## src/rbc_pkg.sv

```systemverilog
package rbc_pkg;

    localparam logic [1:0] OP_DATA    = 2'd0;
    localparam logic [1:0] OP_WEIGHT  = 2'd1;
    localparam logic [1:0] OP_MODULUS = 2'd2;

    localparam logic [7:0] REG_ACTIVE_LIMBS = 8'd0;
    localparam logic [7:0] REG_OUT_COLUMNS  = 8'd1;

    localparam int MAX_RESULTS = 8;

    typedef enum logic [3:0] {
        ST_IDLE,
        ST_RD,
        ST_LOAD,
        ST_MOD,
        ST_DBL,
        ST_ADD,
        ST_ACC,
        ST_EMIT,
        ST_NEXT,
        ST_FIN
    } state_t;

    typedef struct packed {
        logic rd_start;
        logic load;
        logic mod_step;
        logic dbl_step;
        logic add_step;
        logic acc_step;
        logic emit;
        logic next_col;
        logic finish;
    } cmd_t;

    typedef struct packed {
        logic no_cols;
        logic skip_mul;
        logic bit_zero;
        logic col_last;
        logic item_last;
        logic out_free;
    } stat_t;

endpackage

```

## src/rbc_ctrl.sv

```systemverilog
module rbc_ctrl
    import rbc_pkg::*;
(
    input  logic  clk,
    input  logic  rst_n,
    input  logic  data_accept,
    input  stat_t stat,
    output logic  idle,
    output cmd_t  cmd
);

    state_t state_reg, state_next;

    always_ff @(posedge clk or negedge rst_n)
    begin
        if (!rst_n)
        begin
            state_reg <= ST_IDLE;
        end
        else
        begin
            state_reg <= state_next;
        end
    end

    always_comb
    begin
        state_next = state_reg;
        unique case (state_reg)
            ST_IDLE:
            begin
                if (data_accept)
                begin
                    state_next = stat.no_cols ? ST_FIN : ST_RD;
                end
            end
            ST_RD:   state_next = ST_LOAD;
            ST_LOAD: state_next = stat.skip_mul ? ST_ACC : ST_MOD;
            ST_MOD:  state_next = stat.bit_zero ? ST_DBL : ST_MOD;
            ST_DBL:  state_next = ST_ADD;
            ST_ADD:  state_next = stat.bit_zero ? ST_ACC : ST_DBL;
            ST_ACC:  state_next = stat.item_last ? ST_EMIT : ST_NEXT;
            ST_EMIT:
            begin
                if (stat.out_free)
                begin
                    state_next = ST_NEXT;
                end
            end
            ST_NEXT: state_next = stat.col_last ? ST_FIN : ST_RD;
            ST_FIN:  state_next = ST_IDLE;
            default: state_next = ST_IDLE;
        endcase
    end

    always_comb
    begin
        cmd  = '0;
        idle = 1'b0;
        unique case (state_reg)
            ST_IDLE: idle = 1'b1;
            ST_RD:   cmd.rd_start = 1'b1;
            ST_LOAD: cmd.load = 1'b1;
            ST_MOD:  cmd.mod_step = 1'b1;
            ST_DBL:  cmd.dbl_step = 1'b1;
            ST_ADD:  cmd.add_step = 1'b1;
            ST_ACC:  cmd.acc_step = 1'b1;
            ST_EMIT: cmd.emit = stat.out_free;
            ST_NEXT: cmd.next_col = 1'b1;
            ST_FIN:  cmd.finish = 1'b1;
            default: idle = 1'b0;
        endcase
    end

`ifndef SYNTHESIS
    a_data_leaves_idle: assert property (@(posedge clk) disable iff (!rst_n)
        (state_reg == ST_IDLE && data_accept) |=> (state_reg != ST_IDLE))
        else $error("data item did not start processing");
    a_emit_only_last: assert property (@(posedge clk) disable iff (!rst_n)
        (state_reg == ST_EMIT) |-> stat.item_last)
        else $error("result emitted for a non-final limb");
    a_add_order: assert property (@(posedge clk) disable iff (!rst_n)
        (state_reg == ST_ADD) |=> (state_reg == ST_DBL || state_reg == ST_ACC))
        else $error("multiply sequence out of order");
    a_fin_idle: assert property (@(posedge clk) disable iff (!rst_n)
        (state_reg == ST_FIN) |=> (state_reg == ST_IDLE))
        else $error("finish did not return to idle");
`endif

endmodule

```

## config.mk

```make
export PLATFORM = sky130hd
export DESIGN_NAME = rbc_ctrl
export DESIGN_NICKNAME = d
export VERILOG_FILES = /design/src/rbc_pkg.sv /design/src/rbc_ctrl.sv
export SDC_FILE = /design/constraint.sdc
export NUM_CORES = 1
export LEC_CHECK = 0
export BUFFER_PORTS_ARGS = -buffer_cell sky130_fd_sc_hd__buf_2
export CAP_MARGIN = 0
export CORE_UTILIZATION = 25
export CTS_BUF_LIST = sky130_fd_sc_hd__clkbuf_4
export DETAILED_ROUTE_END_ITERATION = 12
export HOLD_SLACK_MARGIN = 0.12
export SETUP_SLACK_MARGIN = 0.15
export SYNTH_ARGS = -nofsm -noshare
export SYNTH_HDL_FRONTEND = slang
export SYNTH_SLANG_ARGS = --single-unit
```

## constraint.sdc

```tcl
create_clock -name clk -period 1.3 [get_ports clk]
set_input_delay 0.065 -clock clk [delete_from_list [all_inputs] [get_ports clk]]
set_output_delay 0.065 -clock clk [all_outputs]
set_load 0.005 [all_outputs]
```

After elaboration in Yosys (flattened, before gate mapping)
Cells that the tools add are included.
{"block": "word_totals", "regBits": 4, "in_bits": 9, "out_inout_bits": 10, "word_cells": 33}
{"block": "classes", "eq_ne": 11, "muxes": 19, "reduce_logical": 2}
{"operator": "case mux 4 bit (9 select lines)", "n": 1}
{"operator": "2-to-1 mux 4 bit", "n": 5}
{"operator": "== test 4 x 3 -> 1 bit (second input constant)", "n": 4}
{"operator": "2-to-1 mux 1 bit", "n": 10}
{"operator": "== test 4 x 2 -> 1 bit (second input constant)", "n": 2}
{"operator": "== test 4 bit (second input constant)", "n": 2}
{"operator": "2-to-1 mux 3 bit", "n": 2}
{"operator": "== test 4 x 1 -> 1 bit (second input constant)", "n": 1}
{"operator": "logical NOT 4 bit", "n": 1}
{"operator": "inequality test 2 bit (second input constant)", "n": 2}
{"operator": "2-to-1 mux 2 bit", "n": 1}
{"operator": "AND reduction 2 bit", "n": 1}

Logic depth before layout (Yosys ltp)
Gate-level depths: netlist (run 1).
{"block": "logic_depth", "ltp_word": 3, "ltp_mapped": 5}

Worst setup path after synthesis (run 1)
No wires, ideal clock.
{"block": "synth_path", "path_type": "reg2reg", "from": "reg state_reg[3]", "to": "reg state_reg[0]", "setup_time_ps": 81, "arrival_ps": 1102, "t_required_ps": 1219, "path_slack_ps": 117, "stages_incl_launch_ff": 4, "path_buffers": 0, "synth_period_minus_slack_ps": 1183, "cell_sequence": "dfrtp_1 nand2b_2 or3_4 a31oi_2"}
{"block": "synth_between", "elab_chain_len": 3, "elab_cells_between_ends": 13}
{"element": "start: declaration", "line_no": "rbc_ctrl.sv:12", "rtl": "state_t state_reg, state_next;"}
{"element": "start signal: assignment", "line_no": "rbc_ctrl.sv:22", "rtl": "state_reg <= state_next;"}
{"element": "== test 4 x 3 -> 1 bit or logical NOT 4 bit (tied branches)", "line_no": "rbc_ctrl.sv:29", "rtl": "unique case (state_reg)"}
{"element": "inequality test 2 bit (no line)"}
{"element": "AND reduction 2 bit (no line)"}
Parallel ways exist; a longest one is shown, timed or not.
A chain may end at the register's enable or synchronous reset.

Worst setup path after layout (run 1)
{"block": "layout_path", "from": "reg state_reg[2]", "to": "out idle"}
{"block": "layout_between", "elab_chain_len": 2}
{"element": "logical NOT 4 bit", "line_no": "rbc_ctrl.sv:60", "rtl": "unique case (state_reg)"}
{"element": "2-to-1 mux 1 bit", "line_no": "rbc_ctrl.sv:60"}
{"element": "end: declaration", "line_no": "rbc_ctrl.sv:8", "rtl": "output logic idle,"}
Every way passes these cells.

==> run metrics, run 1 <==
status finished with violations; violated checks negative setup slack; Die H roughly 43 um; NetSw 681.3 uW; library cells used by synthesis 30; post-detail-place hpwl roughly 860 um; top cells by instance count after synthesis nor3_1, nand2_1, dfrtp_1; final setup fails 3; root buffer cell clkbuf_4; asr flop ratio synth between 90% and 100%; final net count 100; number of synthesized flops with an enable pin 0; Clock Latency Late Sink 0.24 ns; ANT cells 0; Die Area about 0.0018 mm^2; placer congestion estimate between 0.7 and 0.8; num ports 19; Setup WS post-layout -0.04860 ns; clk_skew 0.01260 ns; YS warnings 0; Logic pwr share around 70%; port buffer count 18; GRT Util Overall roughly 14%; Power Density roughly 2100 mW/mm^2; Layout area overhead 88.59%; most common cell in the netlist nor3_1; Cells after Synth a little over 50; vias between 500 and 600; crit path max fanout 6; Top FF cell, synth dfrtp_1; share of layout cells above drive strength 1 between 60% and 70%; leading area contributor after synthesis dfrtp_1; Multi-input gate area 339.1 um^2; drt drc 0; largest net degree at the start of global routing 8; flop and latch count out of synthesis 4; number of fill cells about 150; Avg Inst Size Synth approximately 8 um^2; arrival time worst endpoint around 1.3 ns; slowest CP cell dfrtp_2; Max stage delay on crit path ~0.45 ns; row count 14; Initial DRT Pass Iterations 4; CTS tree built; min cycle time layout 1.349 ns; max_slew headroom a little under nine tenths; Critical Path RT 1.24 ns; post-route ant nets 0; switch share approximately 40%; MaxCap Viol Count 0; critical path type reg2out; sequential fraction of the synthesis area between 20% and 30%; Hold Path Class in2async; final WL ~1.3 mm; Vias/cell 5.057; Worst-Margin Slew between 0.2 and 0.25 ns; worst vdd ir roughly 0.0010 V; total leakage power 0.3818 nW; Clock Pin Slew Worst Setup and Hold Paths around 0.050 ns; Syn Nets 60; Initial Utilization a little over a quarter; internal power between 1 and 1.5 mW; crit path launch type flop; initial antenna violation count 0; worst path cell trace or3_4 -> nor2_1 -> buf_2; power share of the clock group 11.6%; Reg power frac between 10% and 20%; vias in the first global route between 400 and 500; first-pass GRT wire length ~2.0 mm; Tot Pwr 1.687 mW; dpl ws -0.01043 ns; DR iter-0 viols 10; CP endpoint kind primary output; Hold Fails Final Rpt 0; Cell Area, Synth ~420 um^2; RSZ-0062 raised after global routing true; CTS buffer count 3; Max Clk Rate ~740 MHz; clk sinks 4; top post-synthesis cells by area dfrtp_1, nor3_1, nor4b_4; fin util roughly 52%; share of the synthesized area in the top cell type around 24%; Core Area 0.001524 mm^2; wire per inst between 10 and 15 um; period utilisation layout 103.7%; Remaining Overflow, GRT 0; FF+latch area 105.1 um^2; Die W 42.83 um; number of flip-flops in the largest register 4; clk buf depth 2; Pins Over Slew Limit 0; H-tree depth 1
-- power groups by stage --
stage	Sequential (mW)	Combinational (mW)	Clock, mW
floorplan	0.253	0.611	0
finish	0.308	1.18	0.196
global placement	0.318	0.814	0
CTS	0.302	1.13	0.206
global route	0.322	1.27	0.211
detailed placement	0.321	0.824	0
-- layer usage --
layer	part of all wire (%)	track usage, %
met2	50	23.03
met5	0	0
met4	0	3.750
met3	6.5	0
met1	44	20.41
-- metrics by stage --
stage / std cells / hold slack, ns / TNS (ns) / area (um^2)
floorplan: 51 / -0.2306 / 0 / 432.9
global placement: 90 / -0.1237 / -0.009879 / 576.8
detailed placement: 90 / -0.1187 / -0.01043 / 576.8
CTS: 105 / 0.1547 / -0.09222 / 767.0
global route: 106 / 0.1761 / -0.3908 / 785.8
finish: 106 / 0.1654 / -0.07219 / 785.8
-- logic make-up (layout without fill, tap and decap cells) --
| family | count (synthesis) | after routing | synth area share, % |
|---|---|---|---|
| buffers and inverters | 6 | 45 | 9.910 |
| flip-flops | 4 | 4 | 24.02 |
| AO/OA/AOI/OAI | 11 | 11 | 18.62 |
| multiplexers | 1 | 1 | 2.402 |
| AND/OR/NAND/NOR | 29 | 29 | 45.05 |
-- layout make-up --
type                       instances  area share (%)
multi-input combinational         41           43.15
clock buffer                       4           3.822
sequential                         4           13.38
timing repair buffer              39           36.15
inverter                           2          0.9554
tap                               16           2.548
-- path summary, 6_finish.rpt --
kind	from	end	slack (ns)	depth (start not counted)
max	state_reg[2]	idle	-0.05	3
max reg2reg	state_reg[2]	state_reg[0]	0.02	5
min	rst_n	state_reg[3]	0.17	2
min in group clk	stat[0]	state_reg[0]	0.19	3
max in group asynchronous	rst_n	state_reg[1]	0.97	2
min reg2reg	state_reg[2]	state_reg[3]	0.69	2
-- what timing repair did --
| item | 4_1_cts | 5_1_grt |
|---|---|---|
| gates cloned | 0 | 0 |
| endpoints found under the setup margin | 14 | 14 |
| pin swaps | 9 | 3 |
| endpoints found under the hold margin | 7 | 0 |
| buffers inserted | 7 | 1 |
| hold buffers | 4 | 0 |
| gates resized for setup | 19 | 3 |
-- worst max-delay path, delay by kind of cell (launching register included) --
family	cells	cell delay (ns)
flops	1	0.45
simple gates	2	0.49
buf+inv	1	0.11
-- cells in the final DEF, fill, tap and decap left out, drive strengths merged, types with 2 or more instances in the layout --
master / instances
or3: 2
buf: 35
dlygate4sd3: 4
nor3b: 2
nor2: 2
nand3b: 2
nor3: 7
inv: 2
nand2: 7
dfrtp: 4
o21ai: 2
clkbuf: 4
nand2b: 2
a21oi: 2
No activity file was read; power rests on OpenSTA's default activity.
==> run 2: changes to the inputs <==
--- a/config.mk
+++ b/config.mk
@@ -12,4 +12,5 @@
 export DETAILED_ROUTE_END_ITERATION = 12
 export HOLD_SLACK_MARGIN = 0.12
+export REMOVE_ABC_BUFFERS = 1
 export SETUP_SLACK_MARGIN = 0.15
 export SYNTH_ARGS = -nofsm -noshare
==> constraint.sdc (replaced) <==
create_clock -name clk -period 1.3 [get_ports clk]
set_input_delay 0 -clock clk [delete_from_list [all_inputs] [get_ports clk]]
set_output_delay 0 -clock clk [all_outputs]
set_load 0.005 [all_outputs]
==> run metrics, run 2 (same netlist as run 1, synthesis figures left out) <==
status finished with violations; violated checks negative setup slack; Setup WS post-layout -0.01497 ns (+0.03363 ns); Initial DRT Pass Iterations 4 (unchanged); crit path max fanout 4 (-2); post-route cell area 775.7 um^2 (-1.3%); initial antenna violation count 0 (unchanged); critical path type reg2out; max_slew headroom 81.89% (-4.4 points); row count 14 (unchanged); ANT cells 0 (unchanged); final net count 97 (-3.0%); vias in the first global route 502 (+6.6%); Remaining Overflow, GRT 0 (unchanged); DP Cell Count 90 (unchanged); min cycle time layout 1.315 ns (-0.03363 ns); period utilisation layout 101.2% (-2.6 points); CTS tree built; Die Area 0.001834 mm^2 (unchanged); Hold Slack 0.1381 ns (-0.02727 ns); root buffer cell clkbuf_4; Power Density 2139 mW/mm^2 (-0.39%); Die H 42.83 um (unchanged); most common cell after layout, fill and taps aside buf_2; fin util 50.90% (-0.66 points); num ports 19 (unchanged); Layout Cells excl Fill 102 (-3.8%); placer congestion estimate 0.8260 (+9.4%); CP endpoint kind primary output; DP Area 560.5 um^2 (-2.8%); drt drc 0 (unchanged); clk_skew 0.009258 ns (-0.003342 ns); GRT Util Overall 16.64% (+2.5 points); clk buf depth 2 (unchanged); Critical Path RT 1.30 ns (+0.06 ns); Layout area overhead 86.19%; Hold Fails Final Rpt 0 (unchanged); CTS buffer count 3 (unchanged); H-tree depth 1 (unchanged); Worst-Margin Slew 0.2705 ns (+0.06653 ns); first-pass GRT wire length 2.270 mm (+12%); largest net degree at the start of global routing 9 (+1); DR iter-0 viols 13 (+3); Die W 42.83 um (unchanged); post-detail-place hpwl 852.6 um (-0.70%); crit path launch type flop; arrival time worst endpoint 1.31 ns (+0.03 ns); worst path cell trace buf_6 -> nor4b_4 -> buf_2; clk sinks 4 (unchanged); RSZ-0062 raised after global routing true; share of layout cells above drive strength 1 63.95% (-1.6 points); port buffer count 18 (unchanged); total leakage power 0.3629 nW (-5.0%); dpl ws 0.03317 ns (+0.04361 ns); slowest CP cell dfrtp_1; final setup fails 2 (-1); Max Clk Rate 760.5 MHz (+2.6%); worst vdd ir 0.001020 V (-2.5%); Max stage delay on crit path 0.42 ns (-0.03 ns); Clock Pin Slew Worst Setup and Hold Paths 0.04 ns (about the same); vias 527 (-1.7%); Pins Over Slew Limit 0 (unchanged); post-route ant nets 0 (unchanged); Core Area 0.001524 mm^2 (unchanged); Initial Utilization 27.34% (unchanged); MaxCap Viol Count 0 (unchanged); number of flip-flops in the largest register 4 (unchanged); wire per inst 14.01 um (+12%); Hold Path Class in2reg; final WL 1.429 mm (+7.9%); most frequent cells in the layout buf_2, buf_4, nand2_1, buf_6, dlygate4sd3_1; Clock Latency Late Sink 0.24 ns (about the same); Vias/cell 5.167 (+2.2%)
-- run 2: path summary, 6_finish.rpt --
check / startpoint / to / slack, ns / depth (start not counted)
setup / recovery: state_reg[3] / cmd[7] / -0.01 / 3
hold / removal: stat[0] / state_reg[0] / 0.14 / 3
setup reg to reg: state_reg[2] / state_reg[0] / 0.01 / 4
hold reg to reg: state_reg[3] / state_reg[3] / 0.76 / 3
max in group asynchronous: rst_n / state_reg[0] / 0.45 / 3
min in group asynchronous: rst_n / state_reg[3] / 0.65 / 3
-- run 2: routing by layer --
layer / GRT usage [%] / share of wire [%]
met1: 20.16 / 40
met2: 24.85 / 52
met3: 5.957 / 6.9
met4: 10.00 / 1.1
met5: 0 / 0
-- run 2: repair_timing --
action	CTS	global route
endpoints found under the hold margin	7	0
buffers inserted	2	2
endpoints found under the setup margin	13	14
hold buffers	5	0
pin swaps	6	8
gates resized for setup	14	13
-- run 2: power by group --
group | leakage, nW | internal, mW | switching (mW)
clock | 0.0138 | 0.103 | 0.0542
combinational | 0.302 | 0.644 | 0.566
sequential | 0.0470 | 0.189 | 0.102
total | 0.363 | 0.937 | 0.722
-- run 2: area by class of cell --
| class | instances | area (um^2) |
|---|---|---|
| tap | 16 | 20.02 |
| timing repair buffer | 36 | 260.3 |
| multi-input combinational | 41 | 361.6 |
| fill | 147 | 748.2 |
| sequential | 4 | 103.9 |
| inverter | 2 | 7.507 |
| clock buffer | 3 | 22.52 |
-- run 2: through the flow --
step / total power, mW / setup TNS (ns)
4_1_cts: 1.464 / 0
6_report: 1.659 / -0.01873
2_1_floorplan: 0.7329 / -0.02314
3_3_place_gp: 1.107 / 0
3_5_place_dp: 1.112 / 0
5_1_grt: 1.784 / -0.1391
-- run 2: critical path: cells and delay by family, from the launching register on --
kind / cells / cell delay (ns)
simple gates: 1 / 0.33
buf+inv: 2 / 0.33
flops: 1 / 0.42
